$ cat src/rtl/wsam_pkg.sv
// Shared constants, codes, state type and helpers for the stripe address mapper.
`timescale 1ns / 1ps
package wsam_pkg;

  localparam int MAX_SEGMENTS = 8;
  localparam int MAX_DISKS    = 8;
  localparam int CHUNK_SIZE   = 4096;

  localparam int DW      = 64;
  localparam int CNT_W   = $clog2(DW + 1);
  localparam int SEG_AW  = (MAX_SEGMENTS > 1) ? $clog2(MAX_SEGMENTS) : 1;
  localparam int SEG_CW  = $clog2(MAX_SEGMENTS + 1);
  localparam int DISK_AW = (MAX_DISKS > 1) ? $clog2(MAX_DISKS) : 1;
  localparam int DISK_CW = $clog2(MAX_DISKS + 1);
  localparam int DK_DEPTH = MAX_SEGMENTS * MAX_DISKS;
  localparam int DK_AW   = (DK_DEPTH > 1) ? $clog2(DK_DEPTH) : 1;

  typedef enum logic [1:0] {
    FN_LOAD_SEG  = 2'd0,
    FN_LOAD_DISK = 2'd1,
    FN_FWD       = 2'd2,
    FN_REV       = 2'd3
  } func_t;

  typedef enum logic [4:0] {
    ST_IDLE,
    ST_F_SEG,
    ST_F_CHK,
    ST_F_DIV,
    ST_F_DRD,
    ST_F_DCHK,
    ST_F_PRD,
    ST_F_PCHK,
    ST_F_MUL,
    ST_R_SEG,
    ST_R_HDR,
    ST_R_DRD,
    ST_R_DCHK,
    ST_R_DIV,
    ST_R_SUM,
    ST_R_MUL,
    ST_R_CHK,
    ST_DONE
  } state_t;

  // weight times chunk size; fits easily in 32 bits for the allowed range
  function automatic logic [DW-1:0] slot_bytes(input logic [7:0] w);
    logic [31:0] p;
    p = 32'(int'(w) * CHUNK_SIZE);
    return DW'(p);
  endfunction

endpackage

$ cat src/rtl/wsam_mul.sv
// Bit-serial shift-add multiplier, low 64 bits of the product, one bit per cycle.
`timescale 1ns / 1ps
module wsam_mul (
  input  logic                   clk,
  input  logic                   rst_n,
  input  logic                   start,
  input  logic [wsam_pkg::DW-1:0] op_a,
  input  logic [wsam_pkg::DW-1:0] op_b,
  output logic                   done,
  output logic [wsam_pkg::DW-1:0] prod
);
  import wsam_pkg::*;

  logic             busy_r, busy_nxt;
  logic             done_r, done_nxt;
  logic [CNT_W-1:0] cnt_r, cnt_nxt;
  logic [DW-1:0]    a_r, a_nxt;
  logic [DW-1:0]    b_r, b_nxt;
  logic [DW-1:0]    acc_r, acc_nxt;

  always_comb begin
    busy_nxt = busy_r;
    done_nxt = 1'b0;
    cnt_nxt  = cnt_r;
    a_nxt    = a_r;
    b_nxt    = b_r;
    acc_nxt  = acc_r;
    if (start) begin
      busy_nxt = 1'b1;
      cnt_nxt  = CNT_W'(DW);
      a_nxt    = op_a;
      b_nxt    = op_b;
      acc_nxt  = '0;
    end else if (busy_r) begin
      if (a_r[0]) begin
        acc_nxt = acc_r + b_r;
      end
      a_nxt   = {1'b0, a_r[DW-1:1]};
      b_nxt   = {b_r[DW-2:0], 1'b0};
      cnt_nxt = cnt_r - CNT_W'(1);
      if (cnt_r == CNT_W'(1)) begin
        busy_nxt = 1'b0;
        done_nxt = 1'b1;
      end
    end
  end

  always_ff @(posedge clk) begin
    if (!rst_n) begin
      busy_r <= 1'b0;
      done_r <= 1'b0;
      cnt_r  <= '0;
    end else begin
      busy_r <= busy_nxt;
      done_r <= done_nxt;
      cnt_r  <= cnt_nxt;
    end
  end

  always_ff @(posedge clk) begin
    a_r   <= a_nxt;
    b_r   <= b_nxt;
    acc_r <= acc_nxt;
  end

  assign done = done_r;
  assign prod = acc_r;
endmodule

$ cat config.mk
export PLATFORM = sky130hd
export DESIGN_NAME = wsam_mul
export DESIGN_NICKNAME = d
export VERILOG_FILES = /design/src/rtl/wsam_pkg.sv /design/src/rtl/wsam_mul.sv
export SDC_FILE = /design/constraint.sdc
export NUM_CORES = 1
export LEC_CHECK = 0
export BUFFER_PORTS_ARGS = -buffer_cell sky130_fd_sc_hd__buf_2
export CORE_UTILIZATION = 45
export DETAILED_ROUTE_END_ITERATION = 16
export GPL_ROUTABILITY_DRIVEN = 0
export PLACE_DENSITY = 0.63
export SYNTH_ARGS = -nofsm -noshare
export SYNTH_HDL_FRONTEND = slang
export SYNTH_SLANG_ARGS = --single-unit
$ cat constraint.sdc
create_clock -name clk -period 9 [get_ports clk]
set_input_delay 1.8 -clock clk [delete_from_list [all_inputs] [get_ports clk]]
set_output_delay 1.8 -clock clk [all_outputs]
set_load 0.02 [all_outputs]
## Word-level counts from Yosys, hierarchy flattened

Cells that the tools add are included.

| word-level totals | value |
|---|---|
| output and inout bits | 65 |
| bits in registers | 201 |

| cells by class | value |
|---|---|
| bitwise logic cells | 2 |
| $add $sub $neg | 2 |
| reductions and logical operators | 4 |
| eq/ne operators | 1 |
| multiplexer cells | 10 |

Operator list:

| cell | count |
|---|---|
| two-way mux 64 bit | 4 |
| adder 64 bit | 1 |
| two-way mux 7 bit | 2 |
| equality test 7 x 1 -> 1 bit, second input constant | 1 |
| subtractor 7 x 1 -> 7 bit, second input constant | 1 |
| two-way mux 1 bit | 4 |
| OR reduction 3 bit | 1 |
| inverter 1 bit | 2 |
| AND reduction 2 bit | 1 |
| nonzero test 2 bit | 1 |
| OR reduction 2 bit | 1 |

## Longest topological paths before layout

| logic depth | value |
|---|---|
| word-level depth | 4 |
| mapped depth | 12 |
| mapped depth without buffers | 12 |

## Worst setup path before layout

Ideal clock, no wire load.

| path | value |
|---|---|
| path type | in2reg |
| from | in start |
| to | reg a_r[0], enable pin |
| setup slack | 4.408 ns |
| cell stages on the path | 4 |
| arrival | 4.159 ns |
| library setup time | 0.433 ns |
| cell sequence | clkbuf_1 clkbuf_1 clkbuf_1 or2_2 |

| between the ends | value |
|---|---|
| cells in the longest elaborated chain, start to end | 1 |

Ends and longest elaborated chain:

| element | RTL line | RTL |
|---|---|---|
| start, declared | wsam_mul.sv:6 | `input logic start,` |
| nonzero test 2 bit (no source line) | n/a |  |
| end signal, assigned | wsam_mul.sv:61 | `a_r <= a_nxt;` |
| end, declared | wsam_mul.sv:17 | `logic [DW-1:0] a_r, a_nxt;` |

Every way passes these cells.
A chain may end at the register's enable or synchronous reset.

## Worst setup path in the final report

| path | value |
|---|---|
| from | in start |
| to | reg b_r[29], enable pin |

| between the ends | value |
|---|---|
| cells in the longest elaborated chain, start to end | 1 |

Ends and longest elaborated chain:

| element | RTL line | RTL |
|---|---|---|
| nonzero test 2 bit (no source line) | n/a |  |
| end signal, assigned | wsam_mul.sv:62 | `b_r <= b_nxt;` |
| end, declared | wsam_mul.sv:18 | `logic [DW-1:0] b_r, b_nxt;` |

Every way passes these cells.

==> results.sh <==
export IMPL_crit_type="in2reg"
export IMPL_clk_pin_slew_worst_paths_ns=0.06
export IMPL_tritoncts="done"
export IMPL_rsz0062_at_grt="no"
export IMPL_grt_pass1_vias=8760
export IMPL_clkLatencyLatePin_ns=0.52
export IMPL_dp_cells=1607
export IMPL_slew_violations=0
export IMPL_ys_ff_latch=201
export IMPL_synth_top_cell_by_area="edfxtp_1"
export IMPL_synth_edf_count=128
export IMPL_crit_path_max_incr_delay_ns=0.91
export IMPL_tightest_slew_ns=1.029
export IMPL_grt_pass1_wl_microns=44770
export IMPL_yosysSeqAreaShare_pct=45.43
export IMPL_core_area_sq_um=25330
export IMPL_cp_num_buf_inv=2
export IMPL_worstPathArrival_ns=3.89
export IMPL_ctsResizeCount=0
export IMPL_routedWlPerCell_microns=16.96
export IMPL_p_per_area_nw_per_um2=195.2
export IMPL_die_y_microns=163.1
export IMPL_startpoint_type="primary input"
export IMPL_fin_setup_tns_ns=0
export IMPL_cts_buffers=23
export IMPL_irDropWorstVdd_v=0.0001589
export IMPL_p_leak_uw=0.005642
export IMPL_synthTopCellsByCount="nand2_1 (141), edfxtp_1 (128), mux2_2 (126)"
export IMPL_register_area_sq_um=5305
export IMPL_netlist_cell_type_count=74
export IMPL_dr_pass1_iters=5
export IMPL_yosysWarnings=0
export IMPL_syn2layout_area_growth_pct=16.85
export IMPL_post_synth_top_count_cell="nand2_1"
export IMPL_num_vias=9015
export IMPL_path_max_fanout=76
export IMPL_synth_ff_type="edfxtp_1"
export IMPL_syn_area_per_cell_sq_um=10.31
export IMPL_finalNonFillerCells=1648
export IMPL_timing_final_crit_share_pct=41.60
export IMPL_max_cap_violations=0
export IMPL_htreeDepth=1
export IMPL_async_reset_ff_share_pct=0
export IMPL_nFillCells=2353
export IMPL_final_core_util_pct=53.88
export IMPL_syn_inst=1133
export IMPL_dieArea_sq_um=26600
export IMPL_hold_path_class="reg2reg"
export IMPL_ios=196
export IMPL_highest_layer="met4"
export IMPL_syn_num_nets=1330
export IMPL_floorplan_initialDensity_pct=46.11
export IMPL_drt_iter0_drc=570
export IMPL_multi_input_area_sq_um=6058
export IMPL_crit_required_ns=9.14
export IMPL_cpLargestDelayFamily="buffers and inverters"
export IMPL_cts_buffer_depth=3
export IMPL_die_x_microns=163.1
export IMPL_route_met2_wl_microns=12760
export IMPL_rows=58
export IMPL_period_minus_slack_ns=3.744
export IMPL_timing_fmax_mhz=267.1
export IMPL_wl_met1_microns=13310
export IMPL_final_nets=1499
export IMPL_route_met3_wl_microns=1492
export IMPL_vias_per_cell=5.470
export IMPL_end_kind="register"
export IMPL_root_buffer="clkbuf_16"
export IMPL_port_buffers=195
export IMPL_crit_chain="buf_6, or2_4, buf_4"
export IMPL_synth_area_sq_um=11680
export IMPL_dp_hpwl_microns=20030
export IMPL_setup_violations_final=0
export IMPL_gr_total_overflow=0
export IMPL_startpoint="start"
export IMPL_drive_gt1_share_pct=29.59
export IMPL_fin_worst_skew_ns=0.007400
export IMPL_worstHoldStart="prod[47]"
export IMPL_diodes=0
export IMPL_post_cts_setup_buffer_count=0
export IMPL_status="finished, final reports clean"
export IMPL_grt_antenna_before_repair=0
export IMPL_synth_area_leaders="edfxtp_1 (33%), dfxtp_1 (13%), mux2_2 (12%), ha_1 (7.0%), a21oi_1 (5.2%)"
export IMPL_gr_usage_all_layers_pct=20.84
export IMPL_cts_sinks=201
export IMPL_drc=0
export IMPL_grt_max_degree=146
export IMPL_hold_violations=0
export IMPL_yosysTopAreaCellShare_pct=32.92
export IMPL_drtAntennaViolNets=0
export IMPL_relSlewSlack_pct=31.42
export IMPL_wl_microns=27940
export IMPL_crit_slowest_cell="buf_4"
export IMPL_reg2reg_from="prod[0]"
export IMPL_hold_buffers=0
==> placed cells by master, fill, tap and decap left out, types with 9 or more instances in the layout <==
master,n
a211oi_1,9
a21o_1,25
a21oi_1,121
buf_2,194
clkbuf_16,23
dfxtp_1,73
edfxtp_1,128
ha_1,65
inv_1,28
mux2_2,126
nand2_1,140
nand3_1,16
nand3b_1,13
nand4_1,25
nor2_1,64
nor3_1,13
o211ai_1,10
o21ai_0,46
o21bai_1,17
xnor2_1,38
xor2_1,17
==> through the flow <==
stage               area [sq um]  total power (uW)  hold slack (ns)  worst slack [ns]
global route               13650              2801           0.4964             5.086
floorplan                  11680              1588           0.4685             4.408
detailed placement         12910              1754           0.4650             4.664
global placement           12910              1746           0.4565             4.739
finish                     13650              2664           0.4719             5.256
CTS                        13650              2690           0.4741             5.217
==> metal layers <==
layer  up-vias  global-route usage (%)
met3        32                   3.149
li1       4536                       -
met4         0                   4.291
met5         -                       0
met2       217                   33.11
met1      4230                   29.98
==> sequential cells by signal (all words and copies together) (netlist names) <==
name    count
prod       64
b_r        64
done        1
busy_r      1
a_r        64
cnt_r       7
==> power by group <==
| part | total (uW) | leakage [uW] | internal, uW | switching [uW] |
|---|---|---|---|---|
| clock network | 926 | 0.000348 | 543 | 383 |
| logic | 596 | 0.00341 | 248 | 348 |
| registers | 1140 | 0.00188 | 1090 | 54.4 |
==> worst paths after layout <==
check                           endpoint  slack, ns  cells past startpoint
worst min register to register  prod[47]       0.47                      2
worst min-delay path            prod[47]       0.47                      2
worst max register to register  prod[60]       5.65                     12
worst max-delay path             b_r[29]       5.26                      3
==> worst reg2reg max path, stage by stage, from the launching register on <==
cell	delay (ns)
dfxtp_1	0.40
ha_1	0.25
fa_1	0.27
a21oi_2	0.11
o22ai_2	0.20
nand4_1	0.21
a211oi_2	0.40
o21ai_2	0.14
a21oi_2	0.23
o21ai_2	0.11
or4_4	0.50
and4_4	0.20
a211o_1	0.22
==> final cells by class <==
cell class / count / area share, %
Timing Repair Buffer: 199 / 7.510
Clock inverter: 9 / 0.8802
Sequential cell: 201 / 38.88
Inverter: 28 / 0.7702
Clock buffer: 32 / 4.539
Tap cell: 330 / 3.026
Multi-Input combinational cell: 849 / 44.40
==> kinds of logic (layout without fill, tap and decap cells) <==
group / after synthesis / count (layout) / synth area share (%)
AND/OR/NAND/NOR: 318 / 318 / 12.93
AO/OA/AOI/OAI: 284 / 284 / 15.48
flip-flops: 201 / 201 / 45.43
multiplexers: 126 / 126 / 12.15
buffers and inverters: 83 / 268 / 2.743
adder cells (fa/ha/maj): 66 / 66 / 7.136
XOR/XNOR: 55 / 55 / 4.125
(Power assumes the default switching activity.)
