### src/rtl/wsam_pkg.sv
// Shared constants, codes, state type and helpers for the stripe address mapper.
`timescale 1ns / 1ps
package wsam_pkg;

  localparam int MAX_SEGMENTS = 8;
  localparam int MAX_DISKS    = 8;
  localparam int CHUNK_SIZE   = 4096;

  localparam int DW      = 64;
  localparam int CNT_W   = $clog2(DW + 1);
  localparam int SEG_AW  = (MAX_SEGMENTS > 1) ? $clog2(MAX_SEGMENTS) : 1;
  localparam int SEG_CW  = $clog2(MAX_SEGMENTS + 1);
  localparam int DISK_AW = (MAX_DISKS > 1) ? $clog2(MAX_DISKS) : 1;
  localparam int DISK_CW = $clog2(MAX_DISKS + 1);
  localparam int DK_DEPTH = MAX_SEGMENTS * MAX_DISKS;
  localparam int DK_AW   = (DK_DEPTH > 1) ? $clog2(DK_DEPTH) : 1;

  typedef enum logic [1:0] {
    FN_LOAD_SEG  = 2'd0,
    FN_LOAD_DISK = 2'd1,
    FN_FWD       = 2'd2,
    FN_REV       = 2'd3
  } func_t;

  typedef enum logic [4:0] {
    ST_IDLE,
    ST_F_SEG,
    ST_F_CHK,
    ST_F_DIV,
    ST_F_DRD,
    ST_F_DCHK,
    ST_F_PRD,
    ST_F_PCHK,
    ST_F_MUL,
    ST_R_SEG,
    ST_R_HDR,
    ST_R_DRD,
    ST_R_DCHK,
    ST_R_DIV,
    ST_R_SUM,
    ST_R_MUL,
    ST_R_CHK,
    ST_DONE
  } state_t;

  // weight times chunk size; fits easily in 32 bits for the allowed range
  function automatic logic [DW-1:0] slot_bytes(input logic [7:0] w);
    logic [31:0] p;
    p = 32'(int'(w) * CHUNK_SIZE);
    return DW'(p);
  endfunction

endpackage

### src/rtl/wsam_div.sv
// Bit-serial restoring divider, one quotient bit per cycle.
`timescale 1ns / 1ps
module wsam_div (
  input  logic                   clk,
  input  logic                   rst_n,
  input  logic                   start,
  input  logic [wsam_pkg::DW-1:0] dividend,
  input  logic [wsam_pkg::DW-1:0] divisor,
  output logic                   done,
  output logic [wsam_pkg::DW-1:0] quot,
  output logic [wsam_pkg::DW-1:0] rem
);
  import wsam_pkg::*;

  logic             busy_r, busy_nxt;
  logic             done_r, done_nxt;
  logic [CNT_W-1:0] cnt_r, cnt_nxt;
  logic [DW-1:0]    q_r, q_nxt;
  logic [DW-1:0]    r_r, r_nxt;
  logic [DW-1:0]    d_r, d_nxt;
  logic [DW:0]      shifted;
  logic [DW:0]      diff;

  always_comb begin
    shifted  = {r_r, q_r[DW-1]};
    diff     = shifted - {1'b0, d_r};
    busy_nxt = busy_r;
    done_nxt = 1'b0;
    cnt_nxt  = cnt_r;
    q_nxt    = q_r;
    r_nxt    = r_r;
    d_nxt    = d_r;
    if (start) begin
      busy_nxt = 1'b1;
      cnt_nxt  = CNT_W'(DW);
      q_nxt    = dividend;
      r_nxt    = '0;
      d_nxt    = divisor;
    end else if (busy_r) begin
      // no borrow: subtract fits, quotient bit is one
      if (!diff[DW]) begin
        r_nxt = diff[DW-1:0];
      end else begin
        r_nxt = shifted[DW-1:0];
      end
      q_nxt   = {q_r[DW-2:0], ~diff[DW]};
      cnt_nxt = cnt_r - CNT_W'(1);
      if (cnt_r == CNT_W'(1)) begin
        busy_nxt = 1'b0;
        done_nxt = 1'b1;
      end
    end
  end

  always_ff @(posedge clk) begin
    if (!rst_n) begin
      busy_r <= 1'b0;
      done_r <= 1'b0;
      cnt_r  <= '0;
    end else begin
      busy_r <= busy_nxt;
      done_r <= done_nxt;
      cnt_r  <= cnt_nxt;
    end
  end

  always_ff @(posedge clk) begin
    q_r <= q_nxt;
    r_r <= r_nxt;
    d_r <= d_nxt;
  end

  assign done = done_r;
  assign quot = q_r;
  assign rem  = r_r;
endmodule

### config.mk
export PLATFORM = sky130hd
export DESIGN_NAME = wsam_div
export DESIGN_NICKNAME = d
export VERILOG_FILES = /design/src/rtl/wsam_pkg.sv /design/src/rtl/wsam_div.sv
export SDC_FILE = /design/constraint.sdc
export NUM_CORES = 1
export LEC_CHECK = 0
export ABC_AREA = 1
export ABC_CLOCK_PERIOD_IN_PS = 4800
export BUFFER_PORTS_ARGS = -buffer_cell sky130_fd_sc_hd__clkbuf_2
export CAP_MARGIN = 25
export CORE_ASPECT_RATIO = 0.75
export CORE_MARGIN = 1
export CORE_UTILIZATION = 25
export DETAILED_ROUTE_END_ITERATION = 10
export GPL_TIMING_DRIVEN = 0
export SKIP_CTS_REPAIR_TIMING = 1
export SLEW_MARGIN = 20
export SYNTH_ARGS = -nofsm -noshare
export SYNTH_HDL_FRONTEND = slang
export SYNTH_SLANG_ARGS = --single-unit
### constraint.sdc
create_clock -name clk -period 4.8 [get_ports clk]
set_input_delay 0.48 -clock clk [delete_from_list [all_inputs] [get_ports clk]]
set_output_delay 0.48 -clock clk [all_outputs]
set_load 0.01 [all_outputs]
Word-level counts from Yosys, hierarchy flattened
Index checks and enable logic that the tools add are counted.

Reductions and logical operators: 3. Equality and inequality tests: 1. Mux-type cells: 9. Bitwise operators: 3. Add/subtract/negate cells: 2.

Operators by type and width (number): 2-to-1 mux 64 bit (3); subtractor 65 x 64 -> 65 bit (1); 2-to-1 mux 7 bit (2); == test 7 x 1 -> 1 bit (second input constant) (1); subtractor 7 x 1 -> 7 bit (second input constant) (1); 2-to-1 mux 1 bit (4); inverter 1 bit (3); OR reduction 3 bit (1); nonzero test 2 bit (1); OR reduction 2 bit (1).

Logic and storage cells: 25. Output and inout port bits: 129. Bits in registers: 201. Input bits: 131.

Depth between registers and ports, before layout
Gate-level depths: netlist of run 1.

Depth after elaboration: 4. Mapped depth: 21. Mapped depth without buffers: 19.

Worst setup path before layout of run 1
No wires, ideal clock.

Path type: input to register. Start point: input start. End point: register q_r[0] (netlist: quot[0]) (enable). Library setup time: 0.418 ns. Stages on the path: 5. Slack: 1.956 ns. Data arrival time: 2.426 ns. Buffers on the path: 3. Data required time: 4.382 ns. Path through: clkbuf_1 > nor2_1 > clkbuf_1 > clkbuf_1 > inv_1.

Cells in the longest elaborated chain, start to end: 1.

RTL lines: start, declared (line wsam_div.sv:6) `input logic start,`; nonzero test 2 bit (no line); end signal, assigned (line wsam_div.sv:68) `q_r <= q_nxt;`; end, declared (line wsam_div.sv:18) `logic [DW-1:0] q_r, q_nxt;`.

No other way between the ends. A chain may end at the register's enable or synchronous reset.

Final worst setup path of run 1
Start point: register q_r[63] (netlist: quot[63]). End point: register r_r[60] (netlist: rem[60]).

Cells in the longest elaborated chain, start to end: 2.

RTL lines: subtractor 65 x 64 -> 65 bit (line wsam_div.sv:26) `diff = shifted - {1'b0, d_r};`; 2-to-1 mux 64 bit (line wsam_div.sv:41) `if (!diff[DW]) begin`; end signal, assigned (line wsam_div.sv:69) `r_r <= r_nxt;`; end, declared (line wsam_div.sv:19) `logic [DW-1:0] r_r, r_nxt;`.

No other way between the ends.

==> results of run 1 <==
[stage by stage]
step                      std cells  instance area [um^2]  total power [W]
final                          3392                 18100          0.00435
after global routing           3392                 18100          0.00458
after CTS                      3392                 18100          0.00443
after detailed placement       3351                 17400          0.00264
after global placement         3349                 17300          0.00263
after floorplan                2300                 15000          0.00238
[flip-flops by register name (all words and copies together) (netlist names)]
signal	cells
busy_r	1
cnt_r	7
d_r	64
done	1
quot	64
rem	64
[logic make-up (layout without fill, tap and decap cells)]
logic type	after synthesis	after routing
AND/OR/NAND/NOR	1374	1374
XOR/XNOR	33	33
buffers and inverters	554	856
adder cells (fa/ha/maj)	67	67
flip-flops	201	201
AO/OA/AOI/OAI	71	71
[cells in the mapped netlist, drive strengths merged]
master | n | share of area
o41ai | 1 | 0.00058
clkbuf | 22 | 0.0055
nor4 | 3 | 0.0022
dfxtp | 73 | 0.097
xor2 | 7 | 0.0041
nor3 | 14 | 0.0047
nand3b | 10 | 0.0050
edfxtp | 128 | 0.26
o21bai | 3 | 0.0015
o21ai | 15 | 0.0050
nand4 | 8 | 0.0033
ha | 66 | 0.055
a21oi | 52 | 0.018
fa | 1 | 0.0013
nand3 | 120 | 0.054
inv | 513 | 0.13
and2 | 1 | 0.00042
xnor2 | 26 | 0.015
buf | 19 | 0.013
and3 | 1 | 0.00042
nand2 | 1101 | 0.30
nor2 | 116 | 0.032
[where the power goes]
| group | switching [W] | leakage, nW | internal, W |
|---|---|---|---|
| clock network | 0.000764 | 0.358 | 0.000989 |
| registers | 0.0000541 | 1.87 | 0.00197 |
| logic | 0.000380 | 7.88 | 0.000201 |
| total | 0.00120 | 10.1 | 0.00316 |
[worst min path at each step]
stage | depth (start not counted) | start | end
global route | 1 | divisor[1] | d_r[1]$_DFFE_PP_
floorplan | 2 | cnt_r[6]$_SDFFE_PN0P_ | cnt_r[6]$_SDFFE_PN0P_
detailed placement | 2 | cnt_r[6]$_SDFFE_PN0P_ | cnt_r[6]$_SDFFE_PN0P_
global placement | 2 | cnt_r[6]$_SDFFE_PN0P_ | cnt_r[6]$_SDFFE_PN0P_
CTS | 1 | divisor[0] | d_r[0]$_DFFE_PP_
finish | 1 | divisor[0] | d_r[0]$_DFFE_PP_
[layout make-up]
cell class / count / area [um^2]
Buffer: 41 / 279
Clock buffer: 30 / 633
Clock inverter: 11 / 98.8
Fill cell: 6598 / 41100
Inverter: 513 / 1930
Multi-Input combinational cell: 1545 / 7540
Sequential cell: 201 / 5310
Tap cell: 790 / 988
Timing Repair Buffer: 261 / 1340
[placed cells by master (no fill, tap or decap), types with 6 or more instances in the layout]
| cell type | count |
|---|---|
| nand2_1 | 1036 |
| inv_1 | 503 |
| clkbuf_2 | 258 |
| edfxtp_1 | 128 |
| nor2_1 | 105 |
| nand3_1 | 79 |
| dfxtp_1 | 73 |
| ha_1 | 66 |
| a21oi_1 | 48 |
| nand3_2 | 41 |
| nand2_4 | 41 |
| clkbuf_1 | 27 |
| xnor2_1 | 26 |
| nand2_2 | 24 |
| clkbuf_16 | 24 |
| o21ai_0 | 14 |
| nor3_1 | 14 |
| buf_2 | 10 |
| nand3b_1 | 10 |
| inv_2 | 9 |
| nor2_2 | 8 |
| buf_12 | 8 |
| nand4_1 | 8 |
| xor2_1 | 7 |
| clkinv_2 | 6 |
[layer usage]
metal | up-vias | track usage | part of all wire
met5 | - | 0 | 0
met4 | 0 | 0.0276 | 0.018
met3 | 42 | 0.0381 | 0.084
met2 | 425 | 0.230 | 0.40
met1 | 6227 | 0.246 | 0.50
li1 | 7418 | - | -
==> impl_results.md, run 1 <==
- Run status: finished clean
- Crit-path slowest cell: fa_1
- PortBufs: between 200 and 300
- Die height: between 200 and 250 um
- Layout Nets: around 2800
- Pwr/cell area: around 240 nW/um^2
- Worst path depth: 20
- Area of the mapped netlist: approximately 15000 um^2
- Reg-to-Reg End: rem[60]$_SDFFE_PP0P_
- Crit-path max FO: 10
- Clock Latency Late Sink: ~0.56 ns
- CTS tree: yes
- Setup repair after global routing missed its margin: false
- Setup ws final: roughly 1.6 ns
- Skew final: ~0.028 ns
- Synthesized Nets: 2498
- Max-slew violation count: 0
- First-pass GRT wire length: 76400 um
- Clock Path Buffers: 3
- Routed WL: 50300 um
- Syn. warnings: 0
- Post-synth cell types: 34
- Mux contribution to synthesized area: 0
- Final hold vios: 0
- Drt drc: 0
- Vias per inst: between 4 and 5
- Total of max-cap violations: 0
- DIE WIDTH: roughly 290 um
- Cells after Synth: between 2000 and 2500
- Reg clk slew, reported paths: 0.06 ns
- XOR/XNOR Fraction of Synth Area: 0.0192
- First-pass DRT Iterations: 5
- GPL Wtd Cong: 0.989
- Setup WS pre-CTS: approximately 1.3 ns
- Largest net degree at the start of global routing: 42
- Share of layout cells above drive strength 1: 0.171
- Avg Cell Area, Syn: between 6 and 7 um^2
- H-tree depth: 1
- Full die area: between 60000 and 70000 um^2
- Via count: roughly 14000
- Reg2reg setup slack: ~1.6 ns
- Area added between synthesis and finish: 20.4%
- Peak Freq: around 0.31 GHz
- Seq/Total Area, Yosys: 0.353
- Worst reg2reg startpoint: quot[63]$_DFFE_PP_
- DRT iter0 DRCs: 1198
- Worst Hold Class: in2reg
- Crit start category: flip-flop
- Crit path buf inv count: 3
- Core Util, Final: 0.306
- Worst slew pin tran: between 0.9 and 1 ns
- Vias in the first global route: approximately 13000
- GR Overflow Total: 0
- Largest family of logic cells by synthesized area: simple AND/OR/NAND/NOR gates
- WHS: roughly 0.09 ns
- Compound-Gate Fraction of Synth Area: 0.0254
- Worst path required time: around 5.3 ns
- Adder-Cell Fraction of Synth Area: 0.0562
- Antenna Cells: 0
- Hpwl dp: around 42000 um
- Setup crit end kind: flip-flop
- Initial antenna violation count: 1
- Area share of and/or/nand/nor cells after synthesis: 0.400
- Core Area: 59300 um^2
- Worst Reg-to-Reg Cells: 20
- Cells along the critical path: inv_1, ha_1, fa_1, inv_1, nand2_1, nand2_1, nand3_1, nand2_2, nand2_1, nand2_2, nand2_1, nand2_2, nand2_2, nand2_2, nand2_2, nand2_4, buf_2, nand2_1, nand3_1, nand2_1
- Overall Global Routing Usage: 0.162
- Cell family with most CP delay: simple AND/OR/NAND/NOR gates
- CTS Root Cell: clkbuf_16
- Setup crit start: quot[63]$_DFFE_PP_
- CP arrival: around 3.7 ns
- Final Cycle Share: 0.675
- Initial core utilization: 0.254
- Crit path largest cell delay: slightly above 0.4 ns
- Final setup viols: 0
- Register bit total from synthesis: ~200
- Worst setup path category: reg2reg
- Worst ir drop on vdd: roughly 0.20 mV
- Rel. slew slack: 0.336
- Leak: between 10 and 15 nW
- IO Pins: 260
- DR WL/cell: between 10 and 15 um
- Setup TNS: 0 ns
- Final Critical Period: ~3.2 ns
- CTS Sinks: ~200
- Critical Path End: rem[60]$_SDFFE_PP0P_
- DRT antenna net count: 0
- # rows: 77
- CTS buffer count: 23
Power figures use the tool's default switching activity.
==> run 2: changes to the inputs <==
--- a/config.mk
+++ b/config.mk
@@ -6,7 +6,7 @@
 export NUM_CORES = 1
 export LEC_CHECK = 0
 export ABC_AREA = 1
-export ABC_CLOCK_PERIOD_IN_PS = 4800
+export ABC_CLOCK_PERIOD_IN_PS = 2800
 export BUFFER_PORTS_ARGS = -buffer_cell sky130_fd_sc_hd__clkbuf_2
 export CAP_MARGIN = 25
 export CORE_ASPECT_RATIO = 0.75
==> constraint.sdc (replaced) <==
create_clock -name clk -period 2.8 [get_ports clk]
set_input_delay 0.28 -clock clk [delete_from_list [all_inputs] [get_ports clk]]
set_output_delay 0.28 -clock clk [all_outputs]
set_load 0.01 [all_outputs]
==> impl_results.md, run 2 (synthesized netlist as in run 1, its figures left out) <==
- Worst path depth: 19
- Crit-path max FO: 5
- Metal1 wirelength: between 20000 and 30000 um
- CP dominant cell by count: nand2_2
- Clock share of power: 0.396
- Crit-path slowest cell: edfxtp_1
- Worst path required time: 3.09 ns
- Most frequent cells in the layout: nand2_1 (1021), inv_1 (501), clkbuf_2 (259), edfxtp_1 (128), nor2_1 (103)
- Reg2reg setup slack: ~0.073 ns
- Peak Freq: approximately 0.37 GHz
- Reg-to-Reg End: quot[0]$_DFFE_PP_
- CTS Root Cell: clkbuf_16
- First-pass GRT wire length: 76400 um
- CTS buffer count: 23
- Worst hold path depth: 3
- Switching portion of total power: 0.275
- Final setup viols: 0
- Max-slew violation count: 0
- Layout Nets: a little under 3000
- Worst ir drop on vdd: ~0.33 mV
- Min-delay src: dividend[53]
- Max layer used: met4
- DRT antenna net count: 0
- Run status: finished, violations left
- Metal2 WL: between 20000 and 25000 um
- Inst Count DP: between 3000 and 4000
- Most common cell after layout, fill and taps aside: nand2_1
- Area post-placement: about 17000 um^2
- Seq pwr share: 0.457
- DRT iter0 DRCs: between 1000 and 1500
- Crit path buf inv count: 4
- Initial antenna violation count: 1
- GR Overflow Total: 0
- Worst reg2reg startpoint: d_r[0]$_DFFE_PP_
- Setup TNS: 0 ns
- Worst setup path category: reg2reg
- DR WL/cell: between 10 and 15 um
- CP arrival: around 3.0 ns
- CTS Sinks: 201
- DIE WIDTH: roughly 290 um
- Hold EP: quot[53]$_DFFE_PP_
- Core Area: around 59000 um^2
- Area added between synthesis and finish: 29.2%
- CTS tree: yes
- Final Critical Period: 2.73 ns
- Skew final: between 0.02 and 0.03 ns
- Non-Filler Instances: 3498
- Worst slew pin tran: a little under 0.8 ns
- Clock Path Buffers: 3
- Met3 WL: between 4000 and 5000 um
- Largest net degree at the start of global routing: 42
- Initial core utilization: 0.254
- PortBufs: 259
- Pwr/cell area: about 400 nW/um^2
- Via count: around 15000
- Clock Latency Late Sink: 0.56 ns
- Int Power: 0.00550 W
- Final Cycle Share: 0.974
- Setup crit end kind: flip-flop
- Failing checks: hold timing
- Cell family with most CP delay: simple AND/OR/NAND/NOR gates
- Die height: 214 um
- Full die area: about 61000 um^2
- Final hold vios: 9
- # rows: between 70 and 80
- GPL Wtd Cong: between 0.9 and 1
- Hpwl dp: between 40000 and 50000 um
- H-tree depth: 1
- Leak: between 10 and 15 nW
- Setup repair after global routing missed its margin: true
- Crit start category: flip-flop
- Reg clk slew, reported paths: approximately 0.07 ns
- Vias in the first global route: between 10000 and 15000
- IO Pins: 260
- Routed WL: between 50000 and 60000 um
- Worst Hold Class: in2reg
- Worst Reg-to-Reg Cells: 19
- Rel. slew slack: 0.483
- Cells along the critical path: ha_4, fa_2, inv_2, nand2_2, nand2_2, nand3_4, nand2_4, nand2_2, nand2_2, nand2_2, nand2_4, nand2_4, nand2_4, nand2_2, nand2_2, buf_12, buf_12, buf_12, o21ai_2
- Combinational fraction of design power: 0.147
- Setup crit start: d_r[0]$_DFFE_PP_
- First-pass DRT Iterations: 7
- Share of layout cells above drive strength 1: 0.183
- Drt drc: 0
- Overall Global Routing Usage: 0.162
- WHS: -0.00908 ns
- Sw Pwr: around 0.0021 W
- Antenna Cells: 0
- Vias per inst: 4.18
- Crit path largest cell delay: about 0.42 ns
- Total of max-cap violations: 0
- Design area: 19400 um^2
-- run 2: per-stage QoR --
stage / worst slack [ns] / power [W] / util
2_1_floorplan: 0.156 / 0.00409 / -
3_3_place_gp: -2.56 / 0.00452 / 0.293
3_5_place_dp: -0.489 / 0.00452 / 0.293
4_1_cts: -0.378 / 0.00760 / 0.306
5_1_grt: -0.0400 / 0.00797 / 0.328
6_report: 0.0733 / 0.00758 / 0.328
-- run 2: power groups by stage --
stage | clock network, W | logic (W) | registers (W)
after floorplan | 0 | 0.000535 | 0.00355
after global placement | 0 | 0.000985 | 0.00353
after detailed placement | 0 | 0.00100 | 0.00352
after CTS | 0.00313 | 0.00100 | 0.00347
after global routing | 0.00324 | 0.00125 | 0.00348
final | 0.00300 | 0.00112 | 0.00347
-- run 2: worst max-delay path by stage --
stage | slack, ns | to
2_1_floorplan | 0.16 | quot[0]$_DFFE_PP_
3_3_place_gp | -2.56 | quot[9]$_DFFE_PP_
3_5_place_dp | -0.49 | quot[9]$_DFFE_PP_
4_1_cts | -0.38 | rem[58]$_SDFFE_PP0P_
5_1_grt | -0.04 | quot[0]$_DFFE_PP_
6_report | 0.07 | quot[0]$_DFFE_PP_
-- run 2: worst min-delay path: cells and delay by family --
family        cells  cell delay [ns]
simple gates      2             0.09
buf+inv           1             0.07
-- run 2: layout make-up --
type / instances / area, um^2
Sequential cell: 201 / 5310
Multi-Input combinational cell: 1545 / 7690
Clock buffer: 30 / 633
Buffer: 41 / 320
Clock inverter: 11 / 98.8
Fill cell: 6474 / 39800
Timing Repair Buffer: 367 / 2480
Inverter: 513 / 1930
Tap cell: 790 / 988
-- run 2: per-layer routing --
metal | global-route usage | vias up
li1 | - | 7637
met1 | 0.246 | 6445
met2 | 0.230 | 499
met3 | 0.0381 | 42
met4 | 0.0276 | 0
met5 | 0 | -
==> run 3: changes to the inputs <==
--- a/config.mk
+++ b/config.mk
@@ -14,6 +14,7 @@
 export CORE_UTILIZATION = 25
 export DETAILED_ROUTE_END_ITERATION = 10
 export GPL_TIMING_DRIVEN = 0
+export MAX_ROUTING_LAYER = met4
 export SKIP_CTS_REPAIR_TIMING = 1
 export SLEW_MARGIN = 20
 export SYNTH_ARGS = -nofsm -noshare
==> impl_results.md, run 3 (synthesized netlist as in run 1, its figures left out) <==
- H-tree depth: 1
- Switching portion of total power: 0.272
- Setup WS pre-CTS: -0.440 ns
- Final Critical Period: roughly 2.8 ns
- Worst reg2reg startpoint: d_r[0]$_DFFE_PP_
- Rel. slew slack: 0.312
- Clock Path Buffers: 3
- Full die area: between 60000 and 70000 um^2
- CTS Sinks: 201
- Worst ir drop on vdd: roughly 0.44 mV
- Area added between synthesis and finish: 31.2%
- Die height: roughly 210 um
- Vias per inst: around 4.2
- Reg2reg setup slack: between 0.03 and 0.04 ns
- IO Pins: 260
- First-pass DRT Iterations: 6
- CP arrival: between 3 and 4 ns
- Worst path required time: 3.10 ns
- Peak Freq: roughly 0.36 GHz
- Final hold vios: 3
- Reg-to-Reg End: quot[0]$_DFFE_PP_
- Fill count: about 6500
- Failing checks: hold timing
- Total of max-cap violations: 0
- CTS buffer count: 24
- Core Area: 59300 um^2
- Final Cycle Share: 0.986
- Setup crit end kind: flip-flop
- DIE WIDTH: about 290 um
- WHS: -0.0101 ns
- CTS Root Cell: clkbuf_16
- Worst Hold Class: in2reg
- Initial antenna violation count: 1
- Min-delay src: dividend[27]
- Setup ws final: roughly 0.04 ns
- Via count: 14800
- Crit start category: flip-flop
- PortBufs: ~260
- Final setup viols: 0
- Leak: around 11 nW
- Skew final: ~0.022 ns
- Largest net degree at the start of global routing: 60
- Most common cell after layout, fill and taps aside: nand2_1
- Clock Latency Late Sink: roughly 0.57 ns
- Worst hold path depth: 3
- Routed WL: between 50000 and 60000 um
- DR WL/cell: 14.8 um
- Combinational fraction of design power: 0.146
- Design Power: between 0.007 and 0.008 W
- CTS tree: yes
- Initial core utilization: 0.254
- Reg clk slew, reported paths: around 0.070 ns
- Worst slew pin tran: 1.03 ns
- Clock share of power: 0.411
- Hpwl dp: around 42000 um
- Worst Reg-to-Reg Cells: 19
- Hold EP: quot[27]$_DFFE_PP_
- Max-slew violation count: 0
- Most frequent cells in the layout: nand2_1 (1022), inv_1 (501), clkbuf_2 (258), edfxtp_1 (128), nor2_1 (102)
- Int Power: ~0.0057 W
- Worst setup path category: reg2reg
- Sw Pwr: approximately 0.0021 W
- Overall Global Routing Usage: 0.167
- Seq pwr share: 0.444
- Setup repair after global routing missed its margin: true
- GR Overflow Total: 0
- Layout Nets: 2912
- First-pass GRT wire length: a little under 80000 um
- DRT antenna net count: 0
- Drt drc: 0
- Antenna Cells: 0
- Pwr/cell area: 396 nW/um^2
- Share of layout cells above drive strength 1: 0.187
- DRT iter0 DRCs: ~1100
- GPL Wtd Cong: between 1 and 1.5
- Run status: finished, violations left
- Crit-path max FO: 5
- Vias in the first global route: 13300
- # rows: 77
[run 3: worst max-delay path by stage]
stage | start | to | slack [ns] | cells past startpoint
2_1_floorplan | start | quot[0]$_DFFE_PP_ | 0.16 | 5
3_3_place_gp | start | quot[9]$_DFFE_PP_ | -2.55 | 6
3_5_place_dp | quot[63]$_DFFE_PP_ | rem[60]$_SDFFE_PP0P_ | -0.44 | 20
4_1_cts | quot[63]$_DFFE_PP_ | rem[60]$_SDFFE_PP0P_ | -0.45 | 20
5_1_grt | d_r[0]$_DFFE_PP_ | rem[5]$_SDFFE_PP0P_ | -0.05 | 21
6_report | d_r[0]$_DFFE_PP_ | quot[0]$_DFFE_PP_ | 0.04 | 19
[run 3: layout make-up]
| type | instances | area [um^2] | share of cell area |
|---|---|---|---|
| multi-input cells | 1545 | 7690 | 0.390 |
| inverters | 513 | 1930 | 0.0976 |
| repair buffers | 388 | 2680 | 0.136 |
| clock inverters | 12 | 151 | 0.00767 |
| clock buffers | 32 | 661 | 0.0334 |
| plain buffers | 41 | 343 | 0.0174 |
| flip-flops and latches | 201 | 5310 | 0.269 |
| well taps | 790 | 988 | 0.0500 |
[run 3: worst max-delay path, cell delays in order, from the launching register on]
cell and delay [ns]:
edfxtp_1 0.42, ha_4 0.19, fa_2 0.37, inv_2 0.08, nand2_1 0.05, nand2_1 0.07, nand3_2 0.10, nand2_4 0.12
nand2_2 0.06, nand2_2 0.10, nand2_2 0.08, nand2_4 0.08, nand2_4 0.07, nand2_4 0.08, nand2_2 0.05, nand2_2 0.09
buf_12 0.14, buf_12 0.14, buf_12 0.14, o21ai_2 0.05
[run 3: layer usage]
layer  vias to the layer above  global-route usage  routed length (um)
met1                      6581               0.244               25700
met2                       459               0.235               21200
met5                         -                   -                   0
met3                        48              0.0383                4380
li1                       7681                   -                   -
met4                         0              0.0282                 796
[run 3: power groups by stage]
stage               sequential (W)  combinational, W  clock, W
detailed placement         0.00352           0.00100         0
floorplan                  0.00355          0.000535         0
CTS                        0.00347           0.00100   0.00332
finish                     0.00347           0.00114   0.00321
global placement           0.00353          0.000982         0
global route               0.00349           0.00127   0.00343
[run 3: per-stage QoR]
step / hold WS (ns) / cell area, um^2 / util / setup TNS, ns / instances
2_1_floorplan: 0.379 / 15000 / - / 0 / 2300
3_3_place_gp: 0.458 / 17300 / 0.293 / -228.69 / 3349
3_5_place_dp: 0.455 / 17400 / 0.293 / -41.42 / 3351
4_1_cts: -0.149 / 18200 / 0.307 / -20.68 / 3395
5_1_grt: 0.00122 / 19800 / 0.333 / -1.28 / 3522
6_report: -0.0101 / 19800 / 0.333 / 0 / 3522
